<file path="src/rtl/lzrle_pkg.sv">
// shared constants, types and helpers for the lz/rle stream decompressor
package lzrle_pkg;

    localparam int HISTORY_DEPTH = 65536;
    localparam int HIST_AW       = $clog2(HISTORY_DEPTH);

    localparam int SRC_LEN_W   = 18;
    localparam int OUT_LIM_W   = 17;
    localparam int PADDR_W     = 3;
    localparam int PDATA_W     = 32;

    localparam logic [SRC_LEN_W-1:0] SRC_LEN_RESET = '0;
    localparam logic [OUT_LIM_W-1:0] OUT_LIM_RESET = 17'h10000;

    // configuration register indexes
    localparam logic REG_SRC_LENGTH = 1'b0;
    localparam logic REG_OUT_LIMIT  = 1'b1;

    // stream status codes
    localparam logic [1:0] ST_RUN   = 2'd0;
    localparam logic [1:0] ST_MARK  = 2'd1;
    localparam logic [1:0] ST_SRC   = 2'd2;
    localparam logic [1:0] ST_LIMIT = 2'd3;

    localparam logic [7:0] END_MARK = 8'hFF;

    // header op field value that selects the extended form
    localparam logic [2:0] HDR_EXT = 3'b111;

    // command operations
    typedef enum logic [2:0] {
        OP_VERBATIM,
        OP_FILL,
        OP_WORD,
        OP_INC,
        OP_BACK,
        OP_FLIP,
        OP_REVERSE,
        OP_BACK_EXT
    } op_t;

    // what the decoder hands to the output stage for one transaction
    typedef struct packed {
        logic        out_valid;
        logic [7:0]  lit_byte;
        logic        copy;
        logic        zero;
        logic        flip;
        logic [15:0] index;
        logic        byte_taken;
        logic        finished;
        logic [1:0]  status;
    } emit_t;

    function automatic logic [7:0] flip8(input logic [7:0] b);
        logic [7:0] r;
        for (int i = 0; i < 8; i++)
        begin
            r[i] = b[7-i];
        end
        return r;
    endfunction

endpackage

</file>
<file path="src/rtl/lzrle_decode.sv">
// command decoder: header, length and operand parsing, counters and stream end
module lzrle_decode (
    input  logic                              clk,
    input  logic                              rst_n,
    input  logic                              accept,
    input  logic                              action,
    input  logic                              src_valid,
    input  logic [7:0]                        src_byte,
    input  logic [lzrle_pkg::SRC_LEN_W-1:0]   src_length,
    input  logic [lzrle_pkg::OUT_LIM_W-1:0]   out_limit,
    output lzrle_pkg::emit_t                  emit,
    output logic [lzrle_pkg::HIST_AW-1:0]     rd_addr
);

    typedef enum logic [2:0] {
        PH_HEADER,
        PH_LENGTH,
        PH_OPND1,
        PH_OPND2,
        PH_EMIT
    } phase_t;

    phase_t         phase_reg, phase_next;
    lzrle_pkg::op_t op_reg, op_next;
    logic [10:0]    rem_reg, rem_next;
    logic [7:0]     lo_reg, lo_next;
    logic [7:0]     hi_reg, hi_next;
    logic           half_reg, half_next;
    logic [16:0]    ref_reg, ref_next;
    logic [16:0]    oc_reg, oc_next;
    logic [17:0]    ic_reg, ic_next;
    logic           done_reg, done_next;
    logic [1:0]     code_reg, code_next;

    logic        src_out;
    logic        src_out2;
    logic        lim_hit;
    logic        lim_hit2;
    logic        short_code_hi;
    logic [10:0] rem_dec;
    logic        one_byte_op;

    assign src_out       = ic_reg >= src_length;
    assign src_out2      = ({1'b0, ic_reg} + 19'd1) >= {1'b0, src_length};
    assign lim_hit       = oc_reg >= out_limit;
    assign lim_hit2      = ({1'b0, oc_reg} + 18'd1) >= {1'b0, out_limit};
    assign short_code_hi = lim_hit;
    assign rem_dec       = rem_reg - 11'd1;
    assign one_byte_op   = (op_reg == lzrle_pkg::OP_FILL) || (op_reg == lzrle_pkg::OP_INC);
    assign rd_addr       = ref_reg[lzrle_pkg::HIST_AW-1:0];

    always_comb
    begin
        phase_next = phase_reg;
        op_next    = op_reg;
        rem_next   = rem_reg;
        lo_next    = lo_reg;
        hi_next    = hi_reg;
        half_next  = half_reg;
        ref_next   = ref_reg;
        oc_next    = oc_reg;
        ic_next    = ic_reg;
        done_next  = done_reg;
        code_next  = code_reg;

        emit            = '0;

        if (action)
        begin
            phase_next = PH_HEADER;
            op_next    = lzrle_pkg::OP_VERBATIM;
            rem_next   = '0;
            lo_next    = '0;
            hi_next    = '0;
            half_next  = 1'b0;
            ref_next   = '0;
            oc_next    = '0;
            ic_next    = '0;
            done_next  = 1'b0;
            code_next  = lzrle_pkg::ST_RUN;
        end
        else if (!done_reg)
        begin
            case (phase_reg)
                PH_HEADER:
                begin
                    if (lim_hit || src_out)
                    begin
                        done_next = 1'b1;
                        code_next = short_code_hi ? lzrle_pkg::ST_LIMIT : lzrle_pkg::ST_SRC;
                    end
                    else if (src_valid)
                    begin
                        emit.byte_taken = 1'b1;
                        ic_next         = ic_reg + 18'd1;
                        if (src_byte == lzrle_pkg::END_MARK)
                        begin
                            done_next = 1'b1;
                            code_next = lzrle_pkg::ST_MARK;
                        end
                        else if (src_byte[7:5] == lzrle_pkg::HDR_EXT)
                        begin
                            // extended header, length continues in the next byte
                            op_next    = lzrle_pkg::op_t'(src_byte[4:2]);
                            rem_next   = {9'd0, src_byte[1:0]};
                            phase_next = PH_LENGTH;
                        end
                        else
                        begin
                            op_next    = lzrle_pkg::op_t'(src_byte[7:5]);
                            rem_next   = {6'd0, src_byte[4:0]} + 11'd1;
                            phase_next = (lzrle_pkg::op_t'(src_byte[7:5]) ==
                                          lzrle_pkg::OP_VERBATIM) ? PH_EMIT : PH_OPND1;
                            half_next  = 1'b0;
                        end
                    end
                end
                PH_LENGTH:
                begin
                    if (src_out)
                    begin
                        done_next = 1'b1;
                        code_next = short_code_hi ? lzrle_pkg::ST_LIMIT : lzrle_pkg::ST_SRC;
                    end
                    else if (src_valid)
                    begin
                        emit.byte_taken = 1'b1;
                        ic_next         = ic_reg + 18'd1;
                        rem_next        = {1'b0, rem_reg[1:0], src_byte} + 11'd1;
                        phase_next      = (op_reg == lzrle_pkg::OP_VERBATIM) ? PH_EMIT
                                                                              : PH_OPND1;
                        half_next       = 1'b0;
                    end
                end
                PH_OPND1:
                begin
                    if (one_byte_op ? src_out : src_out2)
                    begin
                        done_next = 1'b1;
                        code_next = short_code_hi ? lzrle_pkg::ST_LIMIT : lzrle_pkg::ST_SRC;
                    end
                    else if (src_valid)
                    begin
                        emit.byte_taken = 1'b1;
                        ic_next         = ic_reg + 18'd1;
                        lo_next         = src_byte;
                        phase_next      = one_byte_op ? PH_EMIT : PH_OPND2;
                    end
                end
                PH_OPND2:
                begin
                    if (src_out)
                    begin
                        done_next = 1'b1;
                        code_next = short_code_hi ? lzrle_pkg::ST_LIMIT : lzrle_pkg::ST_SRC;
                    end
                    else if (src_valid)
                    begin
                        emit.byte_taken = 1'b1;
                        ic_next         = ic_reg + 18'd1;
                        hi_next         = src_byte;
                        if (op_reg != lzrle_pkg::OP_WORD)
                        begin
                            ref_next = {1'b0, lo_reg, src_byte};
                        end
                        phase_next = PH_EMIT;
                    end
                end
                PH_EMIT:
                begin
                    if (op_reg == lzrle_pkg::OP_VERBATIM)
                    begin
                        if (lim_hit || src_out)
                        begin
                            done_next = 1'b1;
                            code_next = short_code_hi ? lzrle_pkg::ST_LIMIT
                                                      : lzrle_pkg::ST_SRC;
                        end
                        else if (src_valid)
                        begin
                            emit.byte_taken = 1'b1;
                            ic_next         = ic_reg + 18'd1;
                            emit.out_valid  = 1'b1;
                            emit.lit_byte   = src_byte;
                            emit.index      = oc_reg[15:0];
                            oc_next         = oc_reg + 17'd1;
                            rem_next        = rem_dec;
                            if (rem_dec == 11'd0)
                            begin
                                phase_next = PH_HEADER;
                            end
                        end
                    end
                    else if (op_reg == lzrle_pkg::OP_WORD)
                    begin
                        if (!half_reg)
                        begin
                            // the whole word has to fit under the limit
                            if (lim_hit2)
                            begin
                                done_next = 1'b1;
                                code_next = lzrle_pkg::ST_LIMIT;
                            end
                            else
                            begin
                                emit.out_valid = 1'b1;
                                emit.lit_byte  = lo_reg;
                                emit.index     = oc_reg[15:0];
                                oc_next        = oc_reg + 17'd1;
                                half_next      = 1'b1;
                            end
                        end
                        else
                        begin
                            emit.out_valid = 1'b1;
                            emit.lit_byte  = hi_reg;
                            emit.index     = oc_reg[15:0];
                            oc_next        = oc_reg + 17'd1;
                            half_next      = 1'b0;
                            rem_next       = rem_dec;
                            if (rem_dec == 11'd0)
                            begin
                                phase_next = PH_HEADER;
                            end
                        end
                    end
                    else if (lim_hit)
                    begin
                        done_next = 1'b1;
                        code_next = lzrle_pkg::ST_LIMIT;
                    end
                    else
                    begin
                        emit.out_valid = 1'b1;
                        emit.index     = oc_reg[15:0];
                        oc_next        = oc_reg + 17'd1;
                        rem_next       = rem_dec;
                        if (rem_dec == 11'd0)
                        begin
                            phase_next = PH_HEADER;
                        end
                        if (op_reg == lzrle_pkg::OP_FILL)
                        begin
                            emit.lit_byte = lo_reg;
                        end
                        else if (op_reg == lzrle_pkg::OP_INC)
                        begin
                            emit.lit_byte = lo_reg;
                            lo_next       = lo_reg + 8'd1;
                        end
                        else
                        begin
                            // back-copy: byte comes from history in the next stage
                            emit.copy = 1'b1;
                            emit.zero = !(ref_reg < oc_reg);
                            emit.flip = (op_reg == lzrle_pkg::OP_FLIP);
                            if (op_reg == lzrle_pkg::OP_REVERSE)
                            begin
                                if (ref_reg != 17'd0)
                                begin
                                    ref_next = ref_reg - 17'd1;
                                end
                            end
                            else
                            begin
                                ref_next = ref_reg + 17'd1;
                            end
                        end
                    end
                end
                default:
                begin
                    phase_next = PH_HEADER;
                end
            endcase
        end

        emit.finished = done_next;
        emit.status   = done_next ? code_next : lzrle_pkg::ST_RUN;
    end

    always_ff @(posedge clk or negedge rst_n)
    begin
        if (!rst_n)
        begin
            phase_reg <= PH_HEADER;
            op_reg    <= lzrle_pkg::OP_VERBATIM;
            rem_reg   <= '0;
            lo_reg    <= '0;
            hi_reg    <= '0;
            half_reg  <= 1'b0;
            ref_reg   <= '0;
            oc_reg    <= '0;
            ic_reg    <= '0;
            done_reg  <= 1'b0;
            code_reg  <= lzrle_pkg::ST_RUN;
        end
        else if (accept)
        begin
            phase_reg <= phase_next;
            op_reg    <= op_next;
            rem_reg   <= rem_next;
            lo_reg    <= lo_next;
            hi_reg    <= hi_next;
            half_reg  <= half_next;
            ref_reg   <= ref_next;
            oc_reg    <= oc_next;
            ic_reg    <= ic_next;
            done_reg  <= done_next;
            code_reg  <= code_next;
        end
    end

endmodule

</file>
<file path="config.mk">
export PLATFORM = sky130hd
export DESIGN_NAME = lzrle_decode
export DESIGN_NICKNAME = d
export VERILOG_FILES = /design/src/rtl/lzrle_pkg.sv /design/src/rtl/lzrle_decode.sv
export SDC_FILE = /design/constraint.sdc
export NUM_CORES = 1
export LEC_CHECK = 0
export BUFFER_PORTS_ARGS = -buffer_cell sky130_fd_sc_hd__buf_2
export CORE_UTILIZATION = 40
export CTS_CLUSTER_DIAMETER = 30
export CTS_CLUSTER_SIZE = 40
export DETAILED_ROUTE_END_ITERATION = 12
export GPL_TIMING_DRIVEN = 0
export PLACE_DENSITY = 0.69
export SLEW_MARGIN = 20
export SYNTH_ARGS = -nofsm -noshare
export SYNTH_HDL_FRONTEND = slang
export SYNTH_SLANG_ARGS = --single-unit
</file>
<file path="constraint.sdc">
create_clock -name clk -period 6 [get_ports clk]
set_input_delay 1.5 -clock clk [delete_from_list [all_inputs] [get_ports clk]]
set_output_delay 1.5 -clock clk [all_outputs]
set_load 0.02 [all_outputs]
</file>
==> results_tabular.tex <==
\begin{tabular}{lr}
\hline
Metric & Value \\
\hline
\multicolumn{2}{l}{\textbf{Min path}} \\
\quad Hold endpoint & hi\_reg[3] \\
\quad Path type of the worst min-delay path & reg2reg \\
\quad Hold Crit Start & hi\_reg[3] \\
\quad Worst hold path cell count & 2 \\
\multicolumn{2}{l}{\textbf{Detailed routing}} \\
\quad Pre-antenna DRT Iters & 5 \\
\quad Total vias in the final route & 8987 \\
\quad First DRT Iteration DRCs & 829 \\
\quad Via density per instance & 5.97 \\
\quad DR DRC count & 0 \\
\quad Average wire per standard cell & 18.6 um \\
\quad Antenna-violating nets left & 0 \\
\quad Total Wirelength & 27.9 mm \\
\multicolumn{2}{l}{\textbf{Floorplanning}} \\
\quad Area of the die & 0.0229 mm2 \\
\quad Number of placement rows & 54 \\
\quad Count of boundary I/O pins & 96 \\
\quad Core box area & 0.0219 mm2 \\
\quad Initial standard-cell utilization of the core & 0.408 \\
\quad Height of the die & 151 um \\
\quad Chip width & 151 um \\
\multicolumn{2}{l}{\textbf{Timing}} \\
\quad Final worst path period share & 0.967 \\
\quad Number of max-slew violations in the final report & 0 \\
\quad Actual slew at the worst max-slew pin & 1.03 ns \\
\quad Shortest clock period the worst path allows after layout & 5.80 ns \\
\quad Setup-failing EPs final & 0 \\
\quad Post-Route Skew & 0.0113 ns \\
\quad Worst slew margin relative to its limit & 0.308 \\
\quad Hold\_ws & 0.489 ns \\
\quad Unrepaired setup endpoints after global routing & no \\
\quad Final TNS setup & 0 ns \\
\quad Hold Vio Cnt, Final & 0 \\
\quad Fmax & 172 MHz \\
\multicolumn{2}{l}{\textbf{CTS}} \\
\quad TritonCTS clock tree & yes \\
\quad Hold-fix buffer count after cts & 0 \\
\quad Library cell used as clock root buffer & sky130\_fd\_sc\_hd\_\_clkbuf\_16 \\
\quad Number of buffers added by the clock tree synthesis step & 9 \\
\quad Maximum clock insertion buffer count & 2 \\
\quad Clock latency on the worst-skew pair & 0.36 ns \\
\quad CTS clock-pin slew for the worst setup and hold paths & 0.07 ns \\
\quad H-tree depth & 3 \\
\quad Clock net sink count & 89 \\
\multicolumn{2}{l}{\textbf{Power}} \\
\quad Switching fraction of total power & 0.476 \\
\quad Cell internal pwr & 1780 uW \\
\quad Leakage component of the power & 0.00481 uW \\
\quad Worst ir drop on vdd & 171 uV \\
\quad Cell Pwr Density & 334 mW/mm2 \\
\quad Clock share of power & 0.164 \\
\quad Sequential cell fraction of total power & 0.291 \\
\quad Switching pwr & 1620 uW \\
\quad Logic gate share of total power & 0.545 \\
\multicolumn{2}{l}{\textbf{Outcome}} \\
\quad Status & completed \\
\multicolumn{2}{l}{\textbf{Setup path}} \\
\quad Largest fanout on the critical path & 10 \\
\quad Number of buffers and inverters on the critical path & 4 \\
\quad Worst-case reg-to-reg path depth & 16 \\
\quad Minimum setup slack among reg-to-reg paths & 1.87 ns \\
\quad List of cells traversed by the critical path & buf\_2 -> ha\_1 -> nand2b\_1 -> a2111o\_1 -> a31oi\_2 -> o211ai\_4 -> a21boi\_2 -> and4\_1 -> buf\_2 -> nand2b\_4 -> buf\_2 -> and2\_1 -> buf\_2 \\
\quad Startpoint type of the worst setup path & input port \\
\quad Crit end category & output port \\
\quad RR Endpoint & lo\_reg[4] \\
\quad Endpoint required time on the critical path & 4.50 ns \\
\quad Top cell by count, worst path & sky130\_fd\_sc\_hd\_\_buf\_2 \\
\quad RR Startpoint & ic\_reg[3] \\
\quad Kind of cell adding the most delay to the critical path & compound AO/OA/AOI/OAI gates \\
\quad Critical-path cell with the highest stage delay & sky130\_fd\_sc\_hd\_\_a2111o\_1 \\
\quad Critical Path AT & 4.30 ns \\
\quad Worst Path Class, Setup & in2out \\
\quad Highest cell delay on the worst timing path & 0.42 ns \\
\multicolumn{2}{l}{\textbf{Finish}} \\
\quad Flip-flop count of the largest register, all copies and words added & 18 \\
\quad Synthesis-to-finish area growth & 13.9\% \\
\quad Nets & 1378 \\
\quad Leading cell types in the layout, fill and taps excluded & sky130\_fd\_sc\_hd\_\_ha\_1, sky130\_fd\_sc\_hd\_\_nand2\_1, sky130\_fd\_sc\_hd\_\_buf\_2 \\
\quad Leading cell type in the layout, fill and taps excluded & sky130\_fd\_sc\_hd\_\_ha\_1 \\
\quad Area of all placed cells without fillers & 0.0102 mm2 \\
\quad Antenna Diode Count & 0 \\
\quad Proportion of layout cells with a drive suffix above 1 & 0.151 \\
\multicolumn{2}{l}{\textbf{Yosys}} \\
\quad Post-synth design cell area & 0.00893 mm2 \\
\quad Total of flip-flops plus latches after synthesis & 89 \\
\quad Number of warning messages in the yosys log & 0 \\
\quad Seq/Total Area, Yosys & 0.249 \\
\quad Leading area contributor after synthesis & sky130\_fd\_sc\_hd\_\_dfrtp\_1 \\
\quad Cells taking the most area after synthesis & sky130\_fd\_sc\_hd\_\_dfrtp\_1, sky130\_fd\_sc\_hd\_\_ha\_1, sky130\_fd\_sc\_hd\_\_o21ai\_0 \\
\quad Average cell area after synthesis & 8.00 um2 \\
\quad Count of flip-flops with a built-in enable after synthesis & 0 \\
\quad Fraction of post-synthesis cell area in the top cell type by area & 0.249 \\
\quad Mapped Cells & 1117 \\
\quad Synth Net Count & 1274 \\
\quad Post-synth ARST share & 1.00 \\
\quad Synth unique cells & 80 \\
\quad Ys flop type & sky130\_fd\_sc\_hd\_\_dfrtp\_1 \\
\multicolumn{2}{l}{\textbf{Place}} \\
\quad Post-place instance area & 0.00976 mm2 \\
\quad Total half-perimeter wirelength after legalization and detailed placement & 21.3 mm \\
\quad RePlAce Congestion & 0.932 \\
\quad Port bufs & 89 \\
\multicolumn{2}{l}{\textbf{Global route}} \\
\quad Congestion Overflow GR & 0 \\
\quad Overall track demand over capacity in global routing & 0.251 \\
\quad Met2 track demand over resource in global routing & 0.411 \\
\quad Initial antenna violation count & 0 \\
\quad Via count of the first global-routing pass & 8707 \\
\quad Maximum number of pins on one net before global-route repair & 58 \\
\quad Met1 capacity usage during global routing & 0.337 \\
\quad Wire length of the first global-routing pass & 44.9 mm \\
\quad Most used routing layer & met2 \\
\quad Routing usage on met3 & 0.0398 \\
\multicolumn{2}{l}{\textbf{Job}} \\
\quad Count of max-cap constraint violations & 0 \\
\hline
\end{tabular}
## cells in the mapped netlist, types with 14 or more instances
cell,count
sky130_fd_sc_hd__a21o_1,25
sky130_fd_sc_hd__a21oi_1,59
sky130_fd_sc_hd__a22o_1,16
sky130_fd_sc_hd__a31oi_1,18
sky130_fd_sc_hd__and2_1,25
sky130_fd_sc_hd__buf_4,19
sky130_fd_sc_hd__clkbuf_1,39
sky130_fd_sc_hd__dfrtp_1,89
sky130_fd_sc_hd__ha_1,108
sky130_fd_sc_hd__inv_1,80
sky130_fd_sc_hd__nand2_1,99
sky130_fd_sc_hd__nand3_1,63
sky130_fd_sc_hd__nand4_1,16
sky130_fd_sc_hd__nor2_1,67
sky130_fd_sc_hd__nor3_1,32
sky130_fd_sc_hd__nor4_1,14
sky130_fd_sc_hd__o21ai_0,79
sky130_fd_sc_hd__o31ai_1,15
sky130_fd_sc_hd__xnor2_1,39
## how the worst max path moves through the flow
stage / startpoint / slack, ns / to / cells after the start
2_1_floorplan: src_length[0] / 0.61 / emit[11] / 11
3_3_place_gp: out_limit[7] / -0.07 / emit[12] / 14
3_5_place_dp: out_limit[7] / -0.11 / emit[17] / 14
4_1_cts: out_limit[7] / 0.004 / emit[17] / 14
5_1_grt: ic_reg[3] / 0.009 / emit[1] / 16
6_report: src_length[0] / 0.20 / emit[17] / 13
## metrics by stage
stage | power [uW] | instances | setup WS, ns | utilization
3_5_place_dp | 2780 | 1487 | -0.108 | 0.446
5_1_grt | 3650 | 1505 | 0.00890 | 0.465
3_3_place_gp | 2730 | 1486 | -0.0673 | 0.444
2_1_floorplan | 2240 | 1117 | 0.607 | -
6_report | 3400 | 1505 | 0.199 | 0.465
4_1_cts | 3340 | 1503 | 0.00439 | 0.460
## cells by family after synthesis
| logic type | after synthesis | share of synthesized area |
|---|---|---|
| and+or+nand+nor | 383 | 0.216 |
| AOI/OAI and AO/OA | 324 | 0.244 |
| buffers and inverters | 150 | 0.0737 |
| adders and majority gates | 109 | 0.154 |
| DFF | 89 | 0.249 |
| xor gates and xnor gates | 51 | 0.0500 |
| muxes | 11 | 0.0137 |
## cell type report
type,instances,area (um2)
plain buffers,65,343
clock buffers,10,239
clock inverters,5,38.8
fillers,2226,11700
inverters,83,312
multi-input cells,878,6150
flip-flops and latches,89,2230
well taps,280,350
repair buffers,95,517
## power by group through the flow
stage / registers (uW) / logic [uW] / clock network [uW]
after floorplan: 898 / 1350 / 0
after global placement: 985 / 1750 / 0
after detailed placement: 991 / 1790 / 0
after CTS: 981 / 1800 / 561
after global routing: 1010 / 2050 / 585
final: 990 / 1850 / 557
## worst register-to-register path: stages (launching register included)
cell,delay (ns)
sky130_fd_sc_hd__dfrtp_1,0.46
sky130_fd_sc_hd__nand4_1,0.15
sky130_fd_sc_hd__nor2_1,0.23
sky130_fd_sc_hd__nand2_1,0.15
sky130_fd_sc_hd__nor2_2,0.23
sky130_fd_sc_hd__nand3_1,0.14
sky130_fd_sc_hd__xnor2_1,0.17
sky130_fd_sc_hd__ha_1,0.31
sky130_fd_sc_hd__nand4_1,0.20
sky130_fd_sc_hd__o41ai_2,0.38
sky130_fd_sc_hd__o211ai_1,0.14
sky130_fd_sc_hd__nand4_1,0.23
sky130_fd_sc_hd__buf_4,0.15
sky130_fd_sc_hd__a31oi_1,0.11
sky130_fd_sc_hd__o21ai_1,0.66
sky130_fd_sc_hd__o21ai_0,0.19
sky130_fd_sc_hd__o21ai_0,0.13
## per-layer routing
layer / part of all wire / wire length [um] / up-vias
met5: 0 / 0 / -
met4: 0.020 / 563 / 0
met3: 0.074 / 2060 / 45
met2: 0.47 / 13200 / 349
met1: 0.43 / 12100 / 4317
li1: - / - / 4276
## timing repair
| action | 4_1_cts | 5_1_grt |
|---|---|---|
| buffers inserted | 1 | 4 |
| endpoints found under the setup margin | 12 | 29 |
| resized for setup | 4 | 24 |
| pin swaps | 1 | 6 |
Note: power is estimated with default switching activity, not from simulation.
