--- config.mk ---
export PLATFORM = sky130hd
export DESIGN_NAME = lzrle_cfg_regs
export DESIGN_NICKNAME = d
export VERILOG_FILES = /design/src/rtl/lzrle_pkg.sv /design/src/rtl/lzrle_cfg_regs.sv
export SDC_FILE = /design/constraint.sdc
export NUM_CORES = 1
export LEC_CHECK = 0
export BUFFER_PORTS_ARGS = -buffer_cell sky130_fd_sc_hd__buf_2
export CORE_MARGIN = 2
export CORE_UTILIZATION = 45
export CTS_CLUSTER_SIZE = 28
export DETAILED_ROUTE_END_ITERATION = 16
export GPL_TIMING_DRIVEN = 0
export PLACE_DENSITY = 0.83
export SYNTH_ARGS = -nofsm -noshare
export SYNTH_HDL_FRONTEND = slang
export SYNTH_SLANG_ARGS = --single-unit
--- constraint.sdc ---
create_clock -name clk -period 1.3 [get_ports clk]
set_input_delay 0.065 -clock clk [delete_from_list [all_inputs] [get_ports clk]]
set_output_delay 0.065 -clock clk [all_outputs]
set_load 0.01 [all_outputs]
--- src/rtl/lzrle_pkg.sv ---
// shared constants, types and helpers for the lz/rle stream decompressor
package lzrle_pkg;

    localparam int HISTORY_DEPTH = 65536;
    localparam int HIST_AW       = $clog2(HISTORY_DEPTH);

    localparam int SRC_LEN_W   = 18;
    localparam int OUT_LIM_W   = 17;
    localparam int PADDR_W     = 3;
    localparam int PDATA_W     = 32;

    localparam logic [SRC_LEN_W-1:0] SRC_LEN_RESET = '0;
    localparam logic [OUT_LIM_W-1:0] OUT_LIM_RESET = 17'h10000;

    // configuration register indexes
    localparam logic REG_SRC_LENGTH = 1'b0;
    localparam logic REG_OUT_LIMIT  = 1'b1;

    // stream status codes
    localparam logic [1:0] ST_RUN   = 2'd0;
    localparam logic [1:0] ST_MARK  = 2'd1;
    localparam logic [1:0] ST_SRC   = 2'd2;
    localparam logic [1:0] ST_LIMIT = 2'd3;

    localparam logic [7:0] END_MARK = 8'hFF;

    // header op field value that selects the extended form
    localparam logic [2:0] HDR_EXT = 3'b111;

    // command operations
    typedef enum logic [2:0] {
        OP_VERBATIM,
        OP_FILL,
        OP_WORD,
        OP_INC,
        OP_BACK,
        OP_FLIP,
        OP_REVERSE,
        OP_BACK_EXT
    } op_t;

    // what the decoder hands to the output stage for one transaction
    typedef struct packed {
        logic        out_valid;
        logic [7:0]  lit_byte;
        logic        copy;
        logic        zero;
        logic        flip;
        logic [15:0] index;
        logic        byte_taken;
        logic        finished;
        logic [1:0]  status;
    } emit_t;

    function automatic logic [7:0] flip8(input logic [7:0] b);
        logic [7:0] r;
        for (int i = 0; i < 8; i++)
        begin
            r[i] = b[7-i];
        end
        return r;
    endfunction

endpackage

--- src/rtl/lzrle_cfg_regs.sv ---
// apb configuration registers: source length and output limit
module lzrle_cfg_regs (
    input  logic                              clk,
    input  logic                              rst_n,
    input  logic                              psel,
    input  logic                              penable,
    input  logic                              pwrite,
    input  logic [lzrle_pkg::PADDR_W-1:0]     paddr,
    input  logic [lzrle_pkg::PDATA_W-1:0]     pwdata,
    output logic [lzrle_pkg::PDATA_W-1:0]     prdata,
    output logic                              pready,
    output logic [lzrle_pkg::SRC_LEN_W-1:0]   src_length,
    output logic [lzrle_pkg::OUT_LIM_W-1:0]   out_limit
);

    logic [lzrle_pkg::SRC_LEN_W-1:0] src_length_reg;
    logic [lzrle_pkg::OUT_LIM_W-1:0] out_limit_reg;
    logic                            wr_en;
    logic                            reg_sel;

    assign pready  = 1'b1;
    assign reg_sel = paddr[2];
    assign wr_en   = psel && penable && pwrite;

    always_ff @(posedge clk or negedge rst_n)
    begin
        if (!rst_n)
        begin
            src_length_reg <= lzrle_pkg::SRC_LEN_RESET;
            out_limit_reg  <= lzrle_pkg::OUT_LIM_RESET;
        end
        else if (wr_en)
        begin
            case (reg_sel)
                lzrle_pkg::REG_SRC_LENGTH: src_length_reg <= pwdata[lzrle_pkg::SRC_LEN_W-1:0];
                lzrle_pkg::REG_OUT_LIMIT:  out_limit_reg  <= pwdata[lzrle_pkg::OUT_LIM_W-1:0];
                default: ;
            endcase
        end
    end

    always_comb
    begin
        case (reg_sel)
            lzrle_pkg::REG_SRC_LENGTH:
                prdata = {{(lzrle_pkg::PDATA_W-lzrle_pkg::SRC_LEN_W){1'b0}}, src_length_reg};
            lzrle_pkg::REG_OUT_LIMIT:
                prdata = {{(lzrle_pkg::PDATA_W-lzrle_pkg::OUT_LIM_W){1'b0}}, out_limit_reg};
            default:
                prdata = '0;
        endcase
    end

    assign src_length = src_length_reg;
    assign out_limit  = out_limit_reg;

endmodule

==> metrics.md, run 1 <==
| Metric | Value |
|---|---|
| Outcome | completed |
| Drt pass-1 iters | 2 |
| Final RePlAce weighted congestion | 0.710 |
| Clock root buffer | clkbuf_8 |
| Vias | 1177 |
| Largest net degree at the start of global routing | 36 |
| Drc violations | 0 |
| Synth cell count leaders | dfrtp_1, mux2_2, mux2_4 |
| Wire per inst | 13.5 µm |
| Max-Cap Viols | 0 |
| Synth area leaders | dfrtp_1, mux2_2, mux2_4, buf_4, buf_6 |
| Fin util | 64.1% |
| Asr flop ratio synth | 100% |
| Number of synthesized flops with an enable pin | 0 |
| Crit start category | flip-flop |
| CTS Buffer Depth | 2 |
| Resized cells post-CTS | 0 |
| Global route hottest layer | met2 |
| Register bit total from synthesis | 35 |
| Slowest CP cell | dfrtp_1 |
| Tmin final | 1.17 ns |
| Clock Skew | 0 ns |
| Crit path kind | flip-flop to primary output |
| Met2 Track Usage GR | 28.4% |
| Hpwl dp | 2610 µm |
| Final setup TNS | 0 ns |
| Post-synth cell types | 11 |
| Top-count cell post-synth | dfrtp_1 |
| CP max stage delay | 0.42 ns |
| Tightest Pin Transition | 0.757 ns |
| Cell area after synthesis | 0.00175 mm² |
| Skew-Pair Late Insertion Delay | 0.28 ns |
| Yosys warns | 0 |
| CTS Buf Count | 5 |
| WL final | 3480 µm |
| CTS sink count | 35 |
| FP Rows | 22 |
| Cell taking the most area after synthesis | dfrtp_1 |
| Mapped Cells | 111 |
| CP Cell Sequence | mux2_2 > buf_2 |
| ANT nets after route | 0 |
| Worst EP required | 1.24 ns |
| Syn-to-layout area delta | 35.3% |
| Die W | 66.3 µm |
| Aggregate global routing overflow | 0 |
| Top cell type's share of synthesized area | 48.7% |
| Initial Util | 47.4% |
| DR vias/cell | 4.58 |
| DRT iter0 DRCs | 39 |
| Final Cycle Share | 90.3% |
| Final-report hold violation count | 0 |
| Port Buffer Count | 76 |
| CP Data Arrival Time | 1.11 ns |
| Relative slew slack | 49.5% |
| CP max FO | 3 |
| Layout cells sized above 1 | 75.6% |
| Mean Syn Cell Area | 15.7 µm² |
| GRT met3 Usage | 5.28% |
| Top FF cell, synth | dfrtp_1 |
| Register clock-pin slew on the reported worst setup and hold paths | 0.07 ns |
| Vias in the first global route | 1148 |
| Max VDD drop | 0.953 mV |
| Fin worst setup slack | 0.127 ns |
| Final net count | 248 |
| Pleak | 1.30 nW |
| Die height | 66.3 µm |
| N_diodes | 0 |
| Core Footprint | 0.00369 mm² |
| Setup violators final | 0 |
| Pwr per Cell Area | 1550 mW/mm² |
| Count of pins over their slew limit | 0 |
| I/O Pins | 108 |
| Post-synthesis sequential area ratio | 50.2% |
| Met1 Usage GRT | 19.1% |
| RSZ-0062 raised after global routing | false |
| Max reg flops | 18 |
| Bufs and invs on worst path | 1 |
| Global-route wire length before repair | 5290 µm |
| FMAX | 852 MHz |
| GRT Overall Usage | 16.2% |
| Antenna violations before repair | 0 |
| Hold Crit Class | primary input to flip-flop |
| TritonCTS clock tree | built |
| Pre-CTS WS | 0.123 ns |
| Critical path's top delay family | flip-flops |
| Die area | 0.00440 mm² |
| H-tree depth | 2 |
| Crit. End Element | primary output |
-- final timing paths --
kind / from / endpoint / cells after the start / slack (ns)
min: pwdata[17] / src_length[17] / 2 / 0.03
min in group asynchronous: rst_n / out_limit[5] / 2 / 0.41
max: src_length[4] / prdata[4] / 2 / 0.13
max reg2reg: src_length[4] / src_length[4] / 1 / 0.50
min reg2reg: out_limit[1] / out_limit[1] / 1 / 0.53
max in group asynchronous: rst_n / out_limit[14] / 2 / 0.42
-- cells by family (layout without fill, tap and decap cells) --
logic type	count (synthesis)	after routing	synth area share [%]
buffers and inverters	19	104	8.66
flip-flops	35	35	50.2
multiplexers	52	52	37.8
other	2	15	0.430
AND/OR/NAND/NOR	3	3	2.93
-- layer usage --
layer | share of wire [%] | vias to the layer above
met5 | 0 | -
met4 | 0 | 0
met3 | 7.6 | 0
met2 | 51 | 52
met1 | 41 | 573
li1 | - | 552
-- report_power, final --
group | total (mW) | internal [mW] | switching [mW]
combinational | 1.17 | 0.670 | 0.502
clock | 0.985 | 0.620 | 0.365
sequential | 1.52 | 1.34 | 0.182
total | 3.67 | 2.63 | 1.05
-- layout by cell type (no fill, tap or decap) --
master / synthesis / layout
buf_4: 15 / 15
clkinv_2: 0 / 1
nand4b_4: 1 / 1
clkbuf_8: 0 / 6
dfrtp_1: 34 / 34
dlygate4sd3_1: 0 / 1
mux2_2: 32 / 32
conb_1: 2 / 15
buf_6: 3 / 3
mux2_4: 20 / 20
nor2b_1: 1 / 1
buf_2: 1 / 77
nand4_4: 1 / 1
dfstp_2: 1 / 1
bufinv_16: 0 / 1
-- metrics by stage --
step	instance area (µm²)	power [mW]	std cells	hold slack (ns)
floorplan	1800	2.21	124	-0.231
global placement	2240	2.68	248	0.175
detailed placement	2240	2.72	248	0.186
CTS	2360	3.71	257	0.0221
global route	2360	3.88	257	0.0238
finish	2360	3.67	257	0.0278
-- repair_timing --
action	in CTS	in global routing
hold endpoints to repair	34	0
setup buffers	0	0
hold buffers	1	0
-- area by class of cell --
cell class | instances | area, µm²
Buffer | 19 | 151
Sequential cell | 35 | 877
Tap cell | 48 | 60.1
Timing Repair Buffer | 77 | 390
Clock buffer | 6 | 82.6
Multi-Input combinational cell | 70 | 768
Fill cell | 324 | 1320
Clock inverter | 2 | 35.0
No activity file was read; power rests on OpenSTA's default activity.
==> run 2: changes to the inputs <==
--- a/config.mk
+++ b/config.mk
@@ -7,11 +7,11 @@
 export LEC_CHECK = 0
 export BUFFER_PORTS_ARGS = -buffer_cell sky130_fd_sc_hd__buf_2
 export CORE_MARGIN = 2
-export CORE_UTILIZATION = 45
+export CORE_UTILIZATION = 46
 export CTS_CLUSTER_SIZE = 28
 export DETAILED_ROUTE_END_ITERATION = 16
 export GPL_TIMING_DRIVEN = 0
-export PLACE_DENSITY = 0.83
+export PLACE_DENSITY = 0.95
 export SYNTH_ARGS = -nofsm -noshare
 export SYNTH_HDL_FRONTEND = slang
 export SYNTH_SLANG_ARGS = --single-unit
==> run 2 against run 1 <==
  * Wire length about the same
  * Via count decreased by 0.59%
  * Non-clock buffer count unchanged
  * Critical endpoint is now prdata[11]
==> metrics.md, run 2 (synthesized netlist as in run 1, its figures left out) <==
| Metric | Value |
|---|---|
| Vias in the first global route | 1192 (was 1148) |
| Drt pass-1 iters | 3 (was 2) |
| CTS Buf Count | 5 (unchanged) |
| Hold Crit Class | primary input to flip-flop (unchanged) |
| Clock root buffer | clkbuf_8 (unchanged) |
| FP Rows | 22 (unchanged) |
| Critical path's top delay family | buffers and inverters (was flip-flops) |
| N_diodes | 0 (unchanged) |
| Setup violators final | 0 (unchanged) |
| Skew-Pair Late Insertion Delay | 0.27 ns (was 0.28 ns) |
| GRT met3 Usage | 3.77% (was 5.28%) |
| CTS sink count | 35 (unchanged) |
| Outcome | completed (unchanged) |
| Slowest CP cell | mux2_2 (was dfrtp_1) |
| Global route hottest layer | met2 (unchanged) |
| Crit path top cell by count | buf_2 |
| Fin worst setup slack | 0.113 ns (was 0.127 ns) |
| Resized cells post-CTS | 0 (unchanged) |
| Crit start category | primary input (was flip-flop) |
| Syn-to-layout area delta | 33.2% (was 35.3%) |
| Tmin final | 1.19 ns (was 1.17 ns) |
| Final Cell Area | 0.00233 mm² (was 0.00236 mm²) |
| Global-route wire length before repair | 5670 µm (was 5290 µm) |
| Worst flop-to-flop path endpoint | src_length[15] (was src_length[4]) |
| ANT nets after route | 0 (unchanged) |
| Hold Path Depth | 2 (unchanged) |
| Pwr per Cell Area | 1470 mW/mm² (was 1550 mW/mm²) |
| RSZ-0062 raised after global routing | false (unchanged) |
| Final net count | 248 (unchanged) |
| Crit. End Element | primary output (unchanged) |
| WL final | 3480 µm (about the same) |
| Final-report hold violation count | 0 (unchanged) |
| Bufs and invs on worst path | 4 (was 1) |
| Max reg flops | 18 (unchanged) |
| CTS Buffer Depth | 2 (unchanged) |
| CP Cell Sequence | buf_2 > buf_6 > buf_2 > mux2_2 > buf_2 (was mux2_2 > buf_2) |
| CP Launch Point | paddr[2] (was src_length[4]) |
| Clock Skew | 0 ns (unchanged) |
| Reg-to-reg startpoint | src_length[15] (was src_length[4]) |
| Total power | 3.42 mW (was 3.67 mW) |
| Critical Path Stages | 5 (was 2) |
| Antenna violations before repair | 0 (unchanged) |
| Relative slew slack | 49.5% (about the same) |
| Met1 Usage GRT | 21.2% (was 19.1%) |
| Register clock-pin slew on the reported worst setup and hold paths | 0.06 ns (was 0.07 ns) |
| I/O Pins | 108 (unchanged) |
| Die W | 65.6 µm (was 66.3 µm) |
| Final Cycle Share | 91.3% (was 90.3%) |
| Initial Util | 47.7% (was 47.4%) |
| Layout cells sized above 1 | 74.6% (was 75.6%) |
| H-tree depth | 2 (unchanged) |
| Final RePlAce weighted congestion | 0.707 (was 0.710) |
| Hpwl dp | 2630 µm (was 2610 µm) |
| Aggregate global routing overflow | 0 (unchanged) |
| Pleak | 1.28 nW (was 1.30 nW) |
| Port Buffer Count | 76 (unchanged) |
| Vias | 1170 (was 1177) |
| Largest net degree at the start of global routing | 36 (unchanged) |
| Tightest Pin Transition | 0.757 ns (about the same) |
| Reg2Reg Setup Slack | 0.51 ns (was 0.50 ns) |
| Count of pins over their slew limit | 0 (unchanged) |
| Dpl cell area | 0.00224 mm² (unchanged) |
| Min-Delay Endpoint | src_length[17] (unchanged) |
| Die height | 65.6 µm (was 66.3 µm) |
| HP Start | pwdata[17] (unchanged) |
| Drc violations | 0 (unchanged) |
| TritonCTS clock tree | built (unchanged) |
| CP max stage delay | 0.38 ns (was 0.42 ns) |
| DR vias/cell | 4.55 (was 4.58) |
| CP max FO | 10 (was 3) |
| R2R cell count | 1 (unchanged) |
| Crit path kind | primary input to primary output (was flip-flop to primary output) |
| Die area | 0.00431 mm² (was 0.00440 mm²) |
| FMAX | 842 MHz (was 852 MHz) |
| Max VDD drop | 0.835 mV (was 0.953 mV) |
| Core Footprint | 0.00366 mm² (was 0.00369 mm²) |
| DRT iter0 DRCs | 33 (was 39) |
| Commonest cells after routing, fill and taps aside | buf_2, dfrtp_1, mux2_2, mux2_4 (unchanged) |
| Pre-CTS WS | 0.0954 ns (was 0.123 ns) |
| Final setup TNS | 0 ns (unchanged) |
| Max-Cap Viols | 0 (unchanged) |
| Wire per inst | 13.5 µm (about the same) |
| Met2 Track Usage GR | 30.2% (was 28.4%) |
| Worst EP required | 1.24 ns (about the same) |
| GRT Overall Usage | 17.7% (was 16.2%) |
| Commonest non-fill, non-tap cell in the layout | buf_2 (unchanged) |
| CP Data Arrival Time | 1.12 ns (was 1.11 ns) |
run 2: repair_timing:
action                                 in CTS  in global routing
hold buffers                                1                  0
buffers inserted                            0                  0
setup endpoints to repair                   0                  0
endpoints found under the hold margin      34                  0
run 2: cell type report:
| class | count | area [µm²] |
|---|---|---|
| Sequential cell | 35 | 877 |
| Multi-Input combinational cell | 70 | 768 |
| Clock buffer | 7 | 76.3 |
| Buffer | 19 | 151 |
| Tap cell | 48 | 60.1 |
| Fill cell | 288 | 1330 |
| Timing Repair Buffer | 77 | 390 |
| Clock inverter | 1 | 5.00 |
run 2: metal layers:
| layer | routed length, µm | part of all wire (%) |
|---|---|---|
| met2 | 1840 | 53 |
| met5 | 0 | 0 |
| met4 | 61 | 1.8 |
| met1 | 1410 | 41 |
| met3 | 163 | 4.7 |
run 2: worst max-delay path by stage:
stage                     to  slack (ns)
2_1_floorplan  out_limit[10]        0.38
3_3_place_gp       prdata[7]        0.13
3_5_place_dp      prdata[11]         0.1
4_1_cts           prdata[11]        0.09
5_1_grt           prdata[11]        0.04
6_report          prdata[11]        0.11
run 2: where the power goes:
part | switching [mW] | internal [mW] | leakage [nW]
sequential | 0.178 | 1.34 | 0.419
combinational | 0.503 | 0.670 | 0.815
clock | 0.355 | 0.375 | 0.0422
total | 1.04 | 2.38 | 1.28
run 2: through the flow:
stage | cells | utilization (%) | hold WS, ns
6_report | 257 | 63.6 | 0.0245
5_1_grt | 257 | 63.6 | 0.00838
4_1_cts | 257 | 63.6 | 0.0126
3_5_place_dp | 248 | 61.1 | 0.173
3_3_place_gp | 248 | 61.1 | 0.171
2_1_floorplan | 124 | - | -0.231
==> run 3: changes to the inputs <==
--- a/config.mk
+++ b/config.mk
@@ -10,7 +10,6 @@
 export CORE_UTILIZATION = 46
 export CTS_CLUSTER_SIZE = 28
 export DETAILED_ROUTE_END_ITERATION = 16
-export GPL_TIMING_DRIVEN = 0
 export PLACE_DENSITY = 0.95
 export SYNTH_ARGS = -nofsm -noshare
 export SYNTH_HDL_FRONTEND = slang
==> constraint.sdc (replaced) <==
create_clock -name clk -period 1.55 [get_ports clk]
set_input_delay 0.0775 -clock clk [delete_from_list [all_inputs] [get_ports clk]]
set_output_delay 0.0775 -clock clk [all_outputs]
set_load 0.01 [all_outputs]
==> run 3 against run 2 <==
  * Sequential share of layout area increased by 1.9 points
  * Highest routed layer unchanged
  * Power decreased by 17%
  * Critical path type is now flip-flop to primary output
  * Largest power group unchanged
  * Largest cell class unchanged
  * Non-clock buffer count decreased by 15
  * Wire length increased by 2.7%
  * Clock skew unchanged
  * Combinational power decreased by 17%
  * Die area unchanged
  * Flip-flop and latch count unchanged
  * First-iteration DRC count increased by 55%
  * Worst hold slack improved by 0.012 ns
==> metrics.md, run 3 (synthesized netlist as in run 1, its figures left out) <==
| Metric | Value |
|---|---|
| FP Rows | 22 (unchanged) |
| ANT nets after route | 0 (unchanged) |
| CTS Buffer Depth | 2 (unchanged) |
| Pwr per Cell Area | 1280 mW/mm² (was 1470 mW/mm²) |
| Setup violators final | 0 (unchanged) |
| Seq pwr share | 44.7% (was 44.3%) |
| Crit start category | flip-flop (was primary input) |
| Largest net degree at the start of global routing | 36 (unchanged) |
| FMAX | 849 MHz |
| Reg2Reg Setup Slack | 0.76 ns (was 0.51 ns) |
| HP Start | pwdata[3] (was pwdata[17]) |
| I/O Pins | 108 (unchanged) |
| Max reg flops | 18 (unchanged) |
| Net Switching | 0.868 mW (was 1.04 mW) |
| Max VDD drop | 0.775 mV (was 0.835 mV) |
| Drt pass-1 iters | 3 (unchanged) |
| Min-Delay Endpoint | src_length[3] (was src_length[17]) |
| CP Launch Point | out_limit[14] (was paddr[2]) |
| Switching Share | 30.5% (was 30.3%) |
| R2R cell count | 1 (unchanged) |
| Multi-input logic area | 768 µm² (unchanged) |
| Register clock-pin slew on the reported worst setup and hold paths | 0.07 ns (was 0.06 ns) |
| WL final | 3570 µm (was 3480 µm) |
| Final RePlAce weighted congestion | 0.741 (was 0.707) |
| Antenna violations before repair | 0 (unchanged) |
| Bufs and invs on worst path | 1 (was 4) |
| Register area | 877 µm² (unchanged) |
| Vias | 1135 (was 1170) |
| CTS Buf Count | 5 (unchanged) |
| Pre-CTS WS | 0.328 ns (was 0.0954 ns) |
| Aggregate global routing overflow | 0 (unchanged) |
| Critical path's top delay family | flip-flops (was buffers and inverters) |
| GRT Overall Usage | 18.4% (was 17.7%) |
| N_diodes | 0 (unchanged) |
| Vias in the first global route | 1175 (was 1192) |
| H-tree depth | 2 (unchanged) |
| Fin util | 60.6% (was 63.6%) |
| DRT iter0 DRCs | 51 (was 33) |
| CP max stage delay | 0.41 ns (was 0.38 ns) |
| Pleak | 1.19 nW (was 1.28 nW) |
| CP max FO | 3 (was 10) |
| Dpl cell area | 0.00213 mm² (was 0.00224 mm²) |
| TritonCTS clock tree | built (unchanged) |
| Core Footprint | 0.00366 mm² (unchanged) |
| Reg-to-reg startpoint | out_limit[6] (was src_length[15]) |
| CP Cell Sequence | mux2_2 > buf_2 (was buf_2 > buf_6 > buf_2 > mux2_2 > buf_2) |
| Resized cells post-CTS | 0 (unchanged) |
| Die area | 0.00431 mm² (unchanged) |
| Initial Util | 47.7% (unchanged) |
| Fin worst setup slack | 0.372 ns (was 0.113 ns) |
| Total power | 2.85 mW (was 3.42 mW) |
| Count of pins over their slew limit | 0 (unchanged) |
| CTS sink count | 35 (unchanged) |
| Clock Skew | 0 ns (unchanged) |
| Crit path kind | flip-flop to primary output (was primary input to primary output) |
| Final setup TNS | 0 ns (unchanged) |
| Gate power share | 33.9% (was 34.3%) |
| Worst EP required | 1.47 ns (was 1.24 ns) |
| Max-Cap Viols | 0 (unchanged) |
| Clock root buffer | clkbuf_8 (unchanged) |
| P_int | 1.98 mW (was 2.38 mW) |
| Crit. End Element | primary output (unchanged) |
| Final net count | 233 (was 248) |
| CP Data Arrival Time | 1.10 ns (was 1.12 ns) |
| Hold Crit Class | primary input to flip-flop (unchanged) |
| Worst flop-to-flop path endpoint | out_limit[6] (was src_length[15]) |
| Slowest CP cell | dfrtp_1 (was mux2_2) |
| Tmin final | 1.18 ns |
| Wire per inst | 14.8 µm (was 13.5 µm) |
| Finished Layout Cells | 242 (was 257) |
| Layout fillers | 312 (was 288) |
| Hold WS | 0.0360 ns (was 0.0245 ns) |
| Placed Cells | 233 (was 248) |
| Commonest non-fill, non-tap cell in the layout | buf_2 (unchanged) |
| Global-route wire length before repair | 5620 µm (was 5670 µm) |
| Drc violations | 0 (unchanged) |
| Layout cells sized above 1 | 72.2% (was 74.6%) |
| Port Buffer Count | 76 (unchanged) |
| Hpwl dp | 2640 µm (was 2630 µm) |
| Syn-to-layout area delta | 26.9% (was 33.2%) |
| Die W | 65.6 µm (unchanged) |
| Commonest cells after routing, fill and taps aside | buf_2, dfrtp_1, mux2_2, mux2_4, conb_1 (was buf_2, dfrtp_1, mux2_2, mux2_4) |
| Outcome | completed (unchanged) |
| RSZ-0062 raised after global routing | false (unchanged) |
| Final-report hold violation count | 0 (unchanged) |
| DR vias/cell | 4.69 (was 4.55) |
| Skew-Pair Late Insertion Delay | 0.27 ns (about the same) |
| Clock power share | 21.3% (was 21.4%) |
| Die height | 65.6 µm (unchanged) |
| Final Cell Area | 0.00222 mm² (was 0.00233 mm²) |
| Final Cycle Share | 76.0% |
| Hold Path Depth | 2 (unchanged) |
run 3: cell count changes in the layout (fill, tap and decap cells not counted), sizes merged:
cell / before / now
buf: 95 / 80
clkbuf: 7 / 8
clkinv: 1 / 0
run 3: what timing repair did:
| item | in CTS | in global routing |
|---|---|---|
| hold buffers | 1 | 0 |
| setup buffers | 0 | 0 |
| setup endpoints to repair | 0 | 0 |
| hold endpoints to repair | 35 | 0 |
run 3: how the worst max path moves through the flow:
stage / end / slack, ns / cells after the start
after floorplan: out_limit[10] / 0.62 / 4
after global placement: src_length[4] / 0.34 / 4
after detailed placement: src_length[10] / 0.33 / 4
after CTS: prdata[14] / 0.36 / 2
after global routing: prdata[4] / 0.33 / 2
final: prdata[14] / 0.37 / 2
run 3: power groups by stage:
stage          registers (mW)  clock network (mW)  logic [mW]
3_5_place_dp             1.29                   0       0.977
6_report                 1.27               0.608       0.967
5_1_grt                  1.30               0.682        1.04
4_1_cts                  1.28               0.632       0.982
3_3_place_gp             1.27                   0       0.941
2_1_floorplan            1.36                   0       0.492
run 3: final cells by class:
type	instances	share of cell area, %
clock buffer	8	3.61
tap	48	2.71
sequential	35	39.5
multi-input combinational	70	34.6
timing repair buffer	81	19.5
run 3: layer usage:
| layer | GRT usage, % | wire, µm | vias up |
|---|---|---|---|
| met5 | 0 | 0 | - |
| met4 | 9.38 | 76 | 0 |
| met3 | 3.77 | 178 | 8 |
| met2 | 34.5 | 1950 | 50 |
| met1 | 19.0 | 1360 | 554 |
| li1 | - | - | 523 |
